### src/hdl/asm_lex_pkg.sv
// asm_lex_pkg: types, character codes and helpers for the assembly line lexer
// no dependencies, used by assembly_line_lexer_top

package asm_lex_pkg;

    localparam int unsigned CHAR_W  = 8;
    localparam int unsigned EV_W    = 2;
    localparam int unsigned TT_W    = 3;
    localparam int unsigned MAX_RES = 3;

    localparam logic [CHAR_W-1:0] CH_SEMI  = 8'h3B;
    localparam logic [CHAR_W-1:0] CH_COMMA = 8'h2C;
    localparam logic [CHAR_W-1:0] CH_COLON = 8'h3A;
    localparam logic [CHAR_W-1:0] CH_QUOTE = 8'h27;
    localparam logic [CHAR_W-1:0] CH_UNDER = 8'h5F;
    localparam logic [CHAR_W-1:0] CH_PLUS  = 8'h2B;
    localparam logic [CHAR_W-1:0] CH_MINUS = 8'h2D;
    localparam logic [CHAR_W-1:0] CH_SPACE = 8'h20;
    localparam logic [CHAR_W-1:0] CH_TAB   = 8'h09;
    localparam logic [CHAR_W-1:0] CH_NUL   = 8'h00;

    localparam logic [EV_W-1:0] EV_BYTE    = 2'd0;
    localparam logic [EV_W-1:0] EV_CLOSE   = 2'd1;
    localparam logic [EV_W-1:0] EV_QUOTE   = 2'd2;
    localparam logic [EV_W-1:0] EV_UNKNOWN = 2'd3;

    localparam logic [TT_W-1:0] TT_IDENT  = 3'd0;
    localparam logic [TT_W-1:0] TT_NUMBER = 3'd1;
    localparam logic [TT_W-1:0] TT_STRING = 3'd2;
    localparam logic [TT_W-1:0] TT_COMMA  = 3'd3;
    localparam logic [TT_W-1:0] TT_COLON  = 3'd4;

    typedef enum logic [4:0] {
        MODE_IDLE    = 5'b00001,
        MODE_IDENT   = 5'b00010,
        MODE_NUMBER  = 5'b00100,
        MODE_STRING  = 5'b01000,
        MODE_DISCARD = 5'b10000
    } t_mode;

    typedef struct packed {
        logic [EV_W-1:0]   ev;
        logic [TT_W-1:0]   tt;
        logic [CHAR_W-1:0] data;
    } t_result;

    function automatic t_result mk_result(input logic [EV_W-1:0] ev,
                                          input logic [TT_W-1:0] tt,
                                          input logic [CHAR_W-1:0] data);
        t_result r;
        r.ev   = ev;
        r.tt   = tt;
        r.data = data;
        return r;
    endfunction

    function automatic logic is_alpha_u(input logic [CHAR_W-1:0] c);
        return (c >= 8'h61 && c <= 8'h7A) || (c >= 8'h41 && c <= 8'h5A) || (c == CH_UNDER);
    endfunction

    function automatic logic is_digit(input logic [CHAR_W-1:0] c);
        return (c >= 8'h30) && (c <= 8'h39);
    endfunction

endpackage

### src/hdl/assembly_line_lexer_top.sv
// assembly_line_lexer_top: streaming lexer for lines of assembly source
// depends on asm_lex_pkg for codes, mode type and character classes
//
// slave channel: one source character per word, tlast marks the last
// character of a line. master channel: one lexer event per word, tdata is
// the token byte, tuser carries event and token type, tlast marks the
// final event caused by a character.
// a character is held in an input register; its events (up to three) are
// worked out there and moved one per cycle into the output register while
// the receiver accepts. the first event of a character is loaded into the
// output register once that register is empty or being read. a character
// causes n (0 to 3) events; the output register can deliver only one
// event per cycle, and only while the receiver accepts.
// the next character is taken in the cycle its predecessor hands over its
// last event, also while that event still waits in the output register.
// reset empties both registers and returns the lexer to idle between
// tokens. when the receiver stalls, the output word holds and the input
// stops taking characters once the pending events back up.

module assembly_line_lexer_top (
    input  logic       i_clk,
    input  logic       i_rst_n,
    input  logic       i_s_axis_tvalid,
    output logic       o_s_axis_tready,
    input  logic [7:0] i_s_axis_tdata,   // ch
    input  logic       i_s_axis_tlast,   // end_of_line
    output logic       o_m_axis_tvalid,
    input  logic       i_m_axis_tready,
    output logic [7:0] o_m_axis_tdata,   // token_byte
    output logic [4:0] o_m_axis_tuser,   // event_res, token_type
    output logic       o_m_axis_tlast    // last
);

    logic                           r_in_valid;
    logic [asm_lex_pkg::CHAR_W-1:0] r_ch;
    logic                           r_eol;
    logic [1:0]                     r_idx;
    asm_lex_pkg::t_mode             r_mode;

    logic                           r_out_valid;
    asm_lex_pkg::t_result           r_out;
    logic                           r_out_last;

    asm_lex_pkg::t_result           w_res [0:asm_lex_pkg::MAX_RES-1];
    logic [1:0]                     w_count;
    asm_lex_pkg::t_mode             n_mode;
    logic                           w_load;
    logic                           w_final;
    logic                           w_done;
    logic                           w_in_acc;

    // events of the held character
    always_comb begin
        logic [1:0]         v_n;
        asm_lex_pkg::t_mode v_mode;
        v_n    = 2'd0;
        v_mode = r_mode;
        for (int i = 0; i < asm_lex_pkg::MAX_RES; i++) begin
            w_res[i] = '0;
        end
        case (r_mode)
            asm_lex_pkg::MODE_IDLE,
            asm_lex_pkg::MODE_IDENT,
            asm_lex_pkg::MODE_NUMBER,
            asm_lex_pkg::MODE_STRING,
            asm_lex_pkg::MODE_DISCARD: v_mode = r_mode;
            default:                   v_mode = asm_lex_pkg::MODE_IDLE;
        endcase

        if (v_mode == asm_lex_pkg::MODE_STRING) begin
            if (r_ch == asm_lex_pkg::CH_QUOTE) begin
                w_res[v_n] = asm_lex_pkg::mk_result(asm_lex_pkg::EV_CLOSE,
                    asm_lex_pkg::TT_STRING, asm_lex_pkg::CH_NUL);
                v_n    = v_n + 2'd1;
                v_mode = asm_lex_pkg::MODE_IDLE;
            end else begin
                w_res[v_n] = asm_lex_pkg::mk_result(asm_lex_pkg::EV_BYTE,
                    asm_lex_pkg::TT_STRING, r_ch);
                v_n = v_n + 2'd1;
            end
        end else if (v_mode == asm_lex_pkg::MODE_DISCARD) begin
            v_n = 2'd0;
        end else if (v_mode == asm_lex_pkg::MODE_IDENT &&
                     (asm_lex_pkg::is_alpha_u(r_ch) || asm_lex_pkg::is_digit(r_ch))) begin
            w_res[v_n] = asm_lex_pkg::mk_result(asm_lex_pkg::EV_BYTE,
                asm_lex_pkg::TT_IDENT, r_ch);
            v_n = v_n + 2'd1;
        end else if (v_mode == asm_lex_pkg::MODE_NUMBER && asm_lex_pkg::is_digit(r_ch)) begin
            w_res[v_n] = asm_lex_pkg::mk_result(asm_lex_pkg::EV_BYTE,
                asm_lex_pkg::TT_NUMBER, r_ch);
            v_n = v_n + 2'd1;
        end else begin
            // close an open identifier or number first
            if (v_mode == asm_lex_pkg::MODE_IDENT) begin
                w_res[v_n] = asm_lex_pkg::mk_result(asm_lex_pkg::EV_CLOSE,
                    asm_lex_pkg::TT_IDENT, asm_lex_pkg::CH_NUL);
                v_n    = v_n + 2'd1;
                v_mode = asm_lex_pkg::MODE_IDLE;
            end else if (v_mode == asm_lex_pkg::MODE_NUMBER) begin
                w_res[v_n] = asm_lex_pkg::mk_result(asm_lex_pkg::EV_CLOSE,
                    asm_lex_pkg::TT_NUMBER, asm_lex_pkg::CH_NUL);
                v_n    = v_n + 2'd1;
                v_mode = asm_lex_pkg::MODE_IDLE;
            end
            if (asm_lex_pkg::is_alpha_u(r_ch)) begin
                w_res[v_n] = asm_lex_pkg::mk_result(asm_lex_pkg::EV_BYTE,
                    asm_lex_pkg::TT_IDENT, r_ch);
                v_n    = v_n + 2'd1;
                v_mode = asm_lex_pkg::MODE_IDENT;
            end else if (asm_lex_pkg::is_digit(r_ch) || r_ch == asm_lex_pkg::CH_PLUS ||
                         r_ch == asm_lex_pkg::CH_MINUS) begin
                w_res[v_n] = asm_lex_pkg::mk_result(asm_lex_pkg::EV_BYTE,
                    asm_lex_pkg::TT_NUMBER, r_ch);
                v_n    = v_n + 2'd1;
                v_mode = asm_lex_pkg::MODE_NUMBER;
            end else if (r_ch == asm_lex_pkg::CH_QUOTE) begin
                v_mode = asm_lex_pkg::MODE_STRING;
            end else if (r_ch == asm_lex_pkg::CH_SPACE || r_ch == asm_lex_pkg::CH_TAB) begin
                v_mode = v_mode;
            end else if (r_ch == asm_lex_pkg::CH_COMMA) begin
                w_res[v_n] = asm_lex_pkg::mk_result(asm_lex_pkg::EV_BYTE,
                    asm_lex_pkg::TT_COMMA, r_ch);
                v_n = v_n + 2'd1;
                w_res[v_n] = asm_lex_pkg::mk_result(asm_lex_pkg::EV_CLOSE,
                    asm_lex_pkg::TT_COMMA, asm_lex_pkg::CH_NUL);
                v_n = v_n + 2'd1;
            end else if (r_ch == asm_lex_pkg::CH_COLON) begin
                w_res[v_n] = asm_lex_pkg::mk_result(asm_lex_pkg::EV_BYTE,
                    asm_lex_pkg::TT_COLON, r_ch);
                v_n = v_n + 2'd1;
                w_res[v_n] = asm_lex_pkg::mk_result(asm_lex_pkg::EV_CLOSE,
                    asm_lex_pkg::TT_COLON, asm_lex_pkg::CH_NUL);
                v_n = v_n + 2'd1;
            end else if (r_ch == asm_lex_pkg::CH_SEMI) begin
                v_mode = asm_lex_pkg::MODE_DISCARD;
            end else begin
                w_res[v_n] = asm_lex_pkg::mk_result(asm_lex_pkg::EV_UNKNOWN,
                    asm_lex_pkg::TT_IDENT, r_ch);
                v_n    = v_n + 2'd1;
                v_mode = asm_lex_pkg::MODE_DISCARD;
            end
        end

        // end of line closes what is open
        if (r_eol) begin
            if (v_mode == asm_lex_pkg::MODE_IDENT) begin
                w_res[v_n] = asm_lex_pkg::mk_result(asm_lex_pkg::EV_CLOSE,
                    asm_lex_pkg::TT_IDENT, asm_lex_pkg::CH_NUL);
                v_n = v_n + 2'd1;
            end else if (v_mode == asm_lex_pkg::MODE_NUMBER) begin
                w_res[v_n] = asm_lex_pkg::mk_result(asm_lex_pkg::EV_CLOSE,
                    asm_lex_pkg::TT_NUMBER, asm_lex_pkg::CH_NUL);
                v_n = v_n + 2'd1;
            end else if (v_mode == asm_lex_pkg::MODE_STRING) begin
                w_res[v_n] = asm_lex_pkg::mk_result(asm_lex_pkg::EV_QUOTE,
                    asm_lex_pkg::TT_STRING, asm_lex_pkg::CH_QUOTE);
                v_n = v_n + 2'd1;
            end
            v_mode = asm_lex_pkg::MODE_IDLE;
        end

        w_count = v_n;
        n_mode  = v_mode;
    end

    assign w_load   = r_in_valid && (w_count != 2'd0) && (!r_out_valid || i_m_axis_tready);
    assign w_final  = (r_idx == (w_count - 2'd1));
    assign w_done   = r_in_valid && ((w_count == 2'd0) || (w_load && w_final));
    assign w_in_acc = i_s_axis_tvalid && o_s_axis_tready;

    assign o_s_axis_tready = !r_in_valid || w_done;

    always_ff @(posedge i_clk) begin
        if (!i_rst_n) begin
            r_in_valid <= 1'b0;
            r_idx      <= 2'd0;
            r_mode     <= asm_lex_pkg::MODE_IDLE;
        end else begin
            if (w_in_acc) begin
                r_in_valid <= 1'b1;
            end else if (w_done) begin
                r_in_valid <= 1'b0;
            end
            if (w_done) begin
                r_idx  <= 2'd0;
                r_mode <= n_mode;
            end else if (w_load) begin
                r_idx <= r_idx + 2'd1;
            end
        end
    end

    always_ff @(posedge i_clk) begin
        if (w_in_acc) begin
            r_ch  <= i_s_axis_tdata;
            r_eol <= i_s_axis_tlast;
        end
    end

    // output register
    always_ff @(posedge i_clk) begin
        if (!i_rst_n) begin
            r_out_valid <= 1'b0;
        end else if (w_load) begin
            r_out_valid <= 1'b1;
        end else if (i_m_axis_tready) begin
            r_out_valid <= 1'b0;
        end
    end

    always_ff @(posedge i_clk) begin
        if (w_load) begin
            r_out      <= w_res[r_idx];
            r_out_last <= w_final;
        end
    end

    assign o_m_axis_tvalid = r_out_valid;
    assign o_m_axis_tdata  = r_out.data;
    assign o_m_axis_tuser  = {r_out.tt, r_out.ev};
    assign o_m_axis_tlast  = r_out_last;

    a_idx_idle : assert property (@(posedge i_clk) disable iff (!i_rst_n)
        !r_in_valid |-> (r_idx == 2'd0))
        else $error("event index not cleared while input register empty");

    a_idx_range : assert property (@(posedge i_clk) disable iff (!i_rst_n)
        (r_in_valid && (r_idx != 2'd0)) |-> (r_idx < w_count))
        else $error("event index past event count");

    a_close_zero : assert property (@(posedge i_clk) disable iff (!i_rst_n)
        (r_out_valid && (r_out.ev == asm_lex_pkg::EV_CLOSE)) |-> (r_out.data == asm_lex_pkg::CH_NUL))
        else $error("close event with nonzero byte");

    a_quote_last : assert property (@(posedge i_clk) disable iff (!i_rst_n)
        (r_out_valid && (r_out.ev == asm_lex_pkg::EV_QUOTE)) |-> r_out_last)
        else $error("unmatched quote error not final event of its character");

endmodule
### config.mk
export PLATFORM = sky130hd
export DESIGN_NAME = assembly_line_lexer_top
export DESIGN_NICKNAME = d
export VERILOG_FILES = /design/src/hdl/asm_lex_pkg.sv /design/src/hdl/assembly_line_lexer_top.sv
export SDC_FILE = /design/constraint.sdc
export NUM_CORES = 1
export LEC_CHECK = 0
export ABC_AREA = 1
export BUFFER_PORTS_ARGS = -buffer_cell sky130_fd_sc_hd__buf_2
export CORE_MARGIN = 10
export CORE_UTILIZATION = 52
export DETAILED_ROUTE_END_ITERATION = 12
export PLACE_DENSITY = 0.75
export SYNTH_ARGS = -nofsm -noshare
export SYNTH_HDL_FRONTEND = slang
export SYNTH_SLANG_ARGS = --single-unit
### constraint.sdc
create_clock -name i_clk -period 4.7 [get_ports i_clk]
set_clock_uncertainty 0.2 [all_clocks]
set_input_delay 0.705 -clock i_clk [delete_from_list [all_inputs] [get_ports i_clk]]
set_output_delay 0.705 -clock i_clk [all_outputs]
set_load 0.02 [all_outputs]
==> flow_summary.toml <==
[synth]
syn_nets = 375
netlist_top_cells_area = "edfxtp_1 27%, nand2_1 12%, dfxtp_1 7.1%"
synth_top_cell_by_area = "edfxtp_1"
yosysSeqAreaShare = 0.342
ys_seq_elements = 32
avgSynthCellArea_sq_um = 7.15
syn_area_sq_um = 2550
netlist_instances = 356
synthDistinctLibCells = 39
ys_warn_count = 0
synth_top_area_frac = 0.271

[power]
clkPwrFrac = 0.319
p_seq_frac = 0.441
peakVddDrop_mv = 0.124
total_power_uw = 803
power_density_nw_per_um2 = 278
sw_frac_of_total = 0.310
comb_power_share = 0.240
p_sw_uw = 249
leakagePower_uw = 0.00144
internal_power_uw = 554

[sta]
setup-violations-final = 0
drv_slew = 0
relSlewSlack = 0.613
worst_slew_pin_slew_ns = 0.579
period_minus_slack_ns = 4.34
setup_tns_ns = 0
rsz0062_at_grt = "false"
fmax_mhz = 230
finalHoldViolCount = 0
post-route-period-util = 0.924

[placed_design]
portBuffers = 28
placedCellCount = 445
dp_hpwl_mm = 5.17
place_area_sq_um = 2750
gp_congestion = 0.998

[cells_and_area]
fin_cells = 457
fin_util = 0.612
drive_above_1_share = 0.233
fillCellCount = 427
antenna_cells = 0
fin_nets = 408
final_cell_mix = "79 x nand2_1, 40 x inv_1, 38 x nor2_1, 32 x nand3_1, 28 x buf_2"
regArea_sq_um = 871
multiInputGateArea_sq_um = 1440
mostFrequentLayoutCell = "nand2_1"
syn2layout_area_growth_pct = 13.5
final_area_sq_um = 2890

[clocking]
cts_root_buf = "clkbuf_8"
clkLatencyLatePin_ns = 0.29
clk_path_buf_depth = 2
hold_buffers = 0
tritoncts = "built"
numCtsBuffers = 5
clk_pin_slew_worst_paths_ns = 0.07
htree_num_levels = 2
clock_sinks = 32

[global_routing]
grt_pass1_vias = 2429
antenna_found_initial = 0
track_usage = 0.161
grt_start_max_net_pins = 17
overflow = 0
grt_pass1_wl_mm = 11.2

[critical_path]
worstSetupEndpointType = "output port"
slowest_delay_ns = 0.45
crit_family = "simple AND/OR/NAND/NOR gates"
crit_chain = "buf_4 > nor2_1 > nand3_1 > nand2_1 > inv_1 > nand2_4 > nand2_4 > nand2_4 > nand2_4 > nor2_1 > inv_1 > nor2_1 > nand2_1 > ha_1 > o21ai_1 > ha_1 > inv_1 > nand2_1 > nor2_1 > nand3_2 > nand3_1 > buf_2"
critPathSlowestCell = "edfxtp_1"
cp-start-kind = "flip-flop"
path_buf_inv = 5
crit_required_ns = 3.80
crit_fanout = 6
arrival_ns = 3.44
worst-setup-path-type = "reg2out"

[drt]
highest_layer = "met4"
dr_total_vias = 2616
via_per_inst = 5.72
drc = 0
ant_nets = 0
wl_met3_microns = 618
firstDrtPassIters = 5
wl_per_cell_microns = 14.7
drt-met1-wl_mm = 2.99
wirelength_mm = 6.74
drtIter0Drc = 328
dr_wl_met2_mm = 3.02

[die]
rows = 25
core_area_sq_um = 4720
pin_count = 29
die_h_microns = 90.0
start_util = 0.539
die_w_microns = 90.0
die-area_sq_um = 8100

[run_status]
status = "finished, final reports clean"

[run]
maxCapViolCount = 0

[hold_path]
hold_path.class = "reg2reg"
-- tightest hold or removal path: stages (launching register included) --
cell,delay [ns]
dfxtp_1,0.35
nand3_1,0.09
nand2_1,0.05
-- flip-flops by register name, indices dropped and copies added, names as in the netlist --
signal	cells
o_m_axis_tvalid	1
o_m_axis_tuser	5
o_m_axis_tdata	8
r_mode	5
r_eol	1
r_in_valid	1
r_ch	8
o_m_axis_tlast	1
r_idx	2
-- synth_stat cells, drive strengths merged --
library cell / instances
nand2: 97
inv: 50
nor2: 47
nand3: 39
edfxtp: 23
nand4: 19
a21oi: 17
o21ai: 13
dfxtp: 9
ha: 6
clkbuf: 5
o221ai: 5
buf: 4
clkinv: 3
nor3: 3
a211oi: 2
a22oi: 2
o211ai: 2
a21boi: 1
a31o: 1
a31oi: 1
nor4: 1
o21a: 1
o21bai: 1
o31ai: 1
o32ai: 1
xnor2: 1
xor2: 1
-- routing by layer --
| layer | up-vias | GRT usage |
|---|---|---|
| met5 | - | 0 |
| met4 | 0 | 0.0597 |
| met3 | 15 | 0.0283 |
| met2 | 169 | 0.252 |
| met1 | 1168 | 0.214 |
| li1 | 1264 | - |
-- what timing repair did --
item / 4_1_cts / 5_1_grt
setup endpoints to repair: 0 / 1
buffers inserted: 0 / 4
gates resized for setup: 0 / 3
-- power groups by stage --
stage / sequential [uW] / combinational (uW) / clock (uW)
after global placement: 361 / 183 / 0
after detailed placement: 361 / 184 / 0
after global routing: 357 / 215 / 268
after CTS: 355 / 186 / 259
after floorplan: 367 / 131 / 0
final: 354 / 193 / 256
-- layout make-up --
class / count / area share
multi-input cells: 262 / 0.497
flip-flops and latches: 32 / 0.301
inverters: 53 / 0.0693
repair buffers: 35 / 0.0667
well taps: 67 / 0.0290
clock buffers: 5 / 0.0238
clock inverters: 3 / 0.0130
-- metrics by stage --
step	hold slack, ns	setup WS (ns)
after CTS	0.327	0.294
final	0.328	0.359
after global placement	0.315	0.659
after global routing	0.353	0.0114
after detailed placement	0.320	0.582
after floorplan	0.280	0.261
-- cells by family after synthesis --
logic type                 after synthesis  synth area share
AOI/OAI and AO/OA                       48             0.119
xor gates and xnor gates                 2           0.00688
adders and majority gates                6            0.0295
buffers and inverters                   62            0.0958
DFF                                     32             0.342
and+or+nand+nor                        206             0.406
-- path summary, 6_finish.rpt --
| kind | from | end | slack, ns | cells after the start |
|---|---|---|---|---|
| setup / recovery | r_ch[2] | o_s_axis_tready | 0.36 | 22 |
| hold / removal | r_mode[4] | r_mode[4] | 0.33 | 2 |
| setup reg to reg | r_ch[2] | r_eol | 0.62 | 23 |
| hold reg to reg | r_mode[4] | r_mode[4] | 0.33 | 2 |
Power figures use the tool's default switching activity.
